[src/jst3d_ram.sv]
// simple dual-port RAM, registered read, read-first on same-address collision
module jst3d_ram #(
	parameter int WIDTH = 32,
	parameter int DEPTH = 64
) (
	input  logic                     clk,
	input  logic                     we,
	input  logic [$clog2(DEPTH)-1:0] waddr,
	input  logic [WIDTH-1:0]         wdata,
	input  logic                     re,
	input  logic [$clog2(DEPTH)-1:0] raddr,
	output logic [WIDTH-1:0]         rdata
);

	logic [WIDTH-1:0] mem [DEPTH];

	always_ff @(posedge clk) begin
		if (re) begin
			rdata <= mem[raddr];
		end
		if (we) begin
			mem[waddr] <= wdata;
		end
	end

endmodule

[config.mk]
export PLATFORM = sky130hd
export DESIGN_NAME = jst3d_ram
export DESIGN_NICKNAME = d
export VERILOG_FILES = /design/src/jst3d_ram.sv
export SDC_FILE = /design/constraint.sdc
export NUM_CORES = 2
export LEC_CHECK = 0
export BUFFER_PORTS_ARGS = -buffer_cell sky130_fd_sc_hd__buf_4
export CORE_MARGIN = 10
export CORE_UTILIZATION = 40
export DETAILED_ROUTE_END_ITERATION = 8
export GPL_ROUTABILITY_DRIVEN = 0
export GPL_TIMING_DRIVEN = 1
export PLACE_DENSITY_LB_ADDON = 0.1
export SLEW_MARGIN = 10
export SYNTH_ARGS = -nofsm -noshare
export SYNTH_HDL_FRONTEND = slang
export SYNTH_SLANG_ARGS = --single-unit
[constraint.sdc]
create_clock -name clk -period 7.05 [get_ports clk]
set_clock_uncertainty 0.15 [all_clocks]
set_input_delay 1.41 -clock clk [delete_from_list [all_inputs] [get_ports clk]]
set_output_delay 1.41 -clock clk [all_outputs]
set_load 0.03 [all_outputs]
# After elaboration in Yosys (flattened, before gate mapping)

Memories as Yosys holds them, arrays and structs flattened. A register that Yosys moved wholly into a read port is not among the register bits.
Index checks and enable logic that the tools add are counted.

Input bits: 47
Register bits: 0
Memory bits (writable): 2048
Word-level logic and storage cells: 3
Memories kept: 1
Output and inout bits: 32

Memory list:

| name | words | width | read ports | clocked after memory_dff | write ports | RTL line | RTL |
|---|---|---|---|---|---|---|---|
| mem  | 64    | 32    | 1          | 1                        | 1           | 15       | `logic [WIDTH-1:0] mem [DEPTH];` |

Multiplexer cells: 2

Operators with widths:

| kind             | count |
|---|---|
| 2-to-1 mux 1 bit | 2 |

# Logic depth before layout (Yosys ltp)

Depth after elaboration: 2
Depth in mapped cells: 10
Gate-level depth less buffers: 5

# Least setup slack after synthesis

No wires, ideal clock.

Path kind: input to register
Start point: in waddr[3]
End point: mem mem[48][0] (enable)
Buffers on the path: 1
Stages: 4
Setup time: 0.461 ns
Data arrival time: 4.109 ns
Data required time: 6.439 ns
Setup slack: 2.330 ns
Cells stage by stage: clkbuf_1 > nor2b_1 > nand4b_1 > nor3_1

RTL lines:

| item               | RTL line | RTL |
|---|---|---|
| start: declaration | 8        | `input logic [$clog2(DEPTH)-1:0] waddr,` |
| end: declaration   | 15       |  |

Straight into the memory's write port.

==> impl_metrics.ini <==
[sta]
slew-limit-headroom = 0.1805
slew_violations = 0
layout_setup_ws_ps = 2549
finalSetupTns_ps = 0
min_period_ps = 4501
fmax_mhz = 222.2
grt_setup_unrepaired = false
period_share = 0.6384
hold_violations = 0
final-setup-viol-count = 0
max_slew.worst_pin.slew_ps = 1226

[place]
dp.cells = 5960
port_buffers = 78
dpl.hpwl_microns = 123200
dp_slack_ps = 1516

[worst_setup_path]
r2r-start = mem[3][1]
worst_setup_path_end_kind = flop
path_buf_inv = 2
start_kind = primary input
slowest_stage = o22ai_1
critPathKind = in2reg
cp.arrival_ps = 4890
worstPathRequired_ps = 7440
critPathMaxStageDelay_ps = 830
crit_chain = buf_8, buf_12, mux4_2, mux4_2, o22ai_1, nor2_1
critPathTopFamily = multiplexers
worst-path-max-fanout = 89
reg2reg_slack_ps = 4260
worstRegToRegCells = 4
reg2reg_to = rdata[1]
crit_path_frequent_cell = mux4_2

[drt]
via_per_inst = 5.763
wire_per_inst_microns = 34.44
detail-route-antenna-nets = 0
drt_iter0_markers = 3859
via_count = 36650
routed_wl_microns = 219000
firstDrtPassIters = 5
drc_errors = 0

[global_routing]
gr-usage-met1 = 0.2777
grt_util_all_layers = 0.2013
gr-usage-met2 = 0.3368
grt_pass1_wl_microns = 306100
grt_pass1_vias = 38470
grt_max_degree = 90
antenna_found_initial = 13
grt_overflow = 0
top_usage_layer = met2
grt_use_met3 = 0.03248

[clocking]
cts_tree = built
cts_buffers = 212
root_buffer = clkbuf_16
post_cts_buffers = 0
htree_levels = 4
hold_buffers = 0
cts_buffer_depth = 3
ctsResizeCount = 0
cts_num_sinks = 2080
clock_latency_ps = 850
clk_pin_slew_ps = 60

[synthesis]
syn-mean-instance-area_sq_um = 23.72
synthFlopType = edfxtp_1
synth-seq-cells = 2080
synth_edf_count = 2080
syn_area_sq_um = 78840
yosysSeqAreaShare = 0.7923
synth.largest_area_cell = edfxtp_1
synth.distinct_cells = 33
synth_top_area_frac = 0.7923
synthArstFlopShare = 0
synth_cells = 3324
ys_warn_count = 0
synth.most_common_cell = edfxtp_1
syn-num-nets = 3371
synth_common_cells = edfxtp_1, mux4_2, nor2_1
synth_area_leaders = edfxtp_1, mux4_2, mux2i_1, o22ai_1, nor2_1

[hold_path]
hp-class = reg2reg
min_to = rdata[4]
holdPathStages = 4
worst_hold_startpoint = mem[28][4]

[flow_run]
drv_cap = 0

[power_and_ir_drop]
p_leak_nw = 27.72
internal_power_w = 0.02028
swShare = 0.2139
clockPowerShare = 0.417
p_switching_w = 0.005517
power_frac_comb = 0.049
seqPwrFrac = 0.534
power_density_nw_per_um2 = 286.7
vdd_ir_drop_max_mv = 0.2001

[finish]
nets = 3597
syn2layout_area_growth_pct = 14.13
final_cell_count_no_fill = 6359
drive_above_1_share = 0.2972
fin_util = 0.4605
fillers = 16150

[die]
coreArea_sq_um = 195400
io_pins = 79
rows = 162
die-area_sq_um = 215200
dieHeight_microns = 463.9
die_x_microns = 463.9
floorplan.initialDensity = 0.4035

[outcome]
outcome = complete, no violations
## placed cells by master (no fill, tap or decap), types with 4 or more instances in the layout
cell / netlist / routed
clkbuf_1: 74 / 41
a311oi_1: 8 / 8
bufinv_16: 0 / 13
nand2b_1: 8 / 7
a21oi_1: 62 / 62
diode_2: 0 / 10
clkinv_2: 0 / 54
nor2_4: 0 / 62
edfxtp_1: 2080 / 2080
a22oi_1: 12 / 12
nand2_1: 26 / 26
mux4_2: 544 / 544
nand3b_1: 5 / 5
o22ai_1: 84 / 84
inv_6: 0 / 6
nor2b_1: 15 / 15
buf_4: 25 / 179
a41o_1: 4 / 4
o32ai_1: 4 / 4
buf_12: 0 / 11
mux2i_1: 93 / 93
o221ai_1: 27 / 27
clkinv_8: 0 / 5
nor2_1: 137 / 75
nand3_1: 5 / 5
clkbuf_16: 0 / 218
and3_1: 4 / 4
clkinv_1: 0 / 49
nor3_1: 7 / 5
## per-layer routing
| metal | up-vias | wire length, microns | share of wire |
|---|---|---|---|
| li1 | 14810 | - | - |
| met1 | 20480 | 92990 | 0.42 |
| met2 | 1110 | 109800 | 0.50 |
| met3 | 251 | 12130 | 0.055 |
| met4 | 4 | 4037 | 0.018 |
| met5 | - | 25 | 0.00011 |
## cell families after synthesis
family,count (synthesis),share of synthesized area
AO/OA/AOI/OAI,202,0.01666
AND/OR/NAND/NOR,223,0.01260
multiplexers,637,0.1672
buffers and inverters,182,0.01124
flip-flops,2080,0.7923
## state kept, by name (all words and copies together), names as in the netlist
| signal | cells |
|---|---|
| mem | 2048 |
| rdata | 32 |
## worst max path at each step
stage | startpoint | to | depth (start not counted)
2_1_floorplan | waddr[3] | mem[48][0] | 4
3_3_place_gp | raddr[0] | rdata[2] | 6
3_5_place_dp | raddr[0] | rdata[2] | 6
4_1_cts | raddr[0] | rdata[2] | 6
5_1_grt | raddr[0] | rdata[1] | 6
6_report | raddr[0] | rdata[1] | 6
## area by class of cell
class	instances	area [sq um]	area share
multi-input cells	1062	15980	0.1776
well taps	2624	3283	0.03649
diodes	10	25.02	0.0002781
flip-flops and latches	2080	62460	0.6942
clock buffers	259	5609	0.06234
repair buffers	194	1620	0.01801
clock inverters	130	1001	0.01112
## worst register-to-register path, delay by kind of cell (launching register included)
kind	cells	cell delay, ps
AO/OA/AOI/OAI	1	840
multiplexers	2	1040
AND/OR/NAND/NOR	1	100
flip-flops	1	360
## power by group through the flow
| stage | clock network, W | registers, W | logic, W |
|---|---|---|---|
| 3_5_place_dp | 0 | 0.0140 | 0.00130 |
| 2_1_floorplan | 0 | 0.0140 | 0.000666 |
| 3_3_place_gp | 0 | 0.0140 | 0.00128 |
| 4_1_cts | 0.0110 | 0.0138 | 0.00130 |
| 5_1_grt | 0.0115 | 0.0138 | 0.00135 |
| 6_report | 0.0108 | 0.0138 | 0.00127 |
## stage by stage
stage	hold slack [ps]	cell area, sq um	total power [W]
6_report	693.6	89980	0.02579
5_1_grt	771.9	89960	0.02659
4_1_cts	698.4	89950	0.02604
3_5_place_dp	682.2	83340	0.01533
3_3_place_gp	673.4	83330	0.01530
2_1_floorplan	600.2	78840	0.01471
Power figures use the tool's default switching activity.
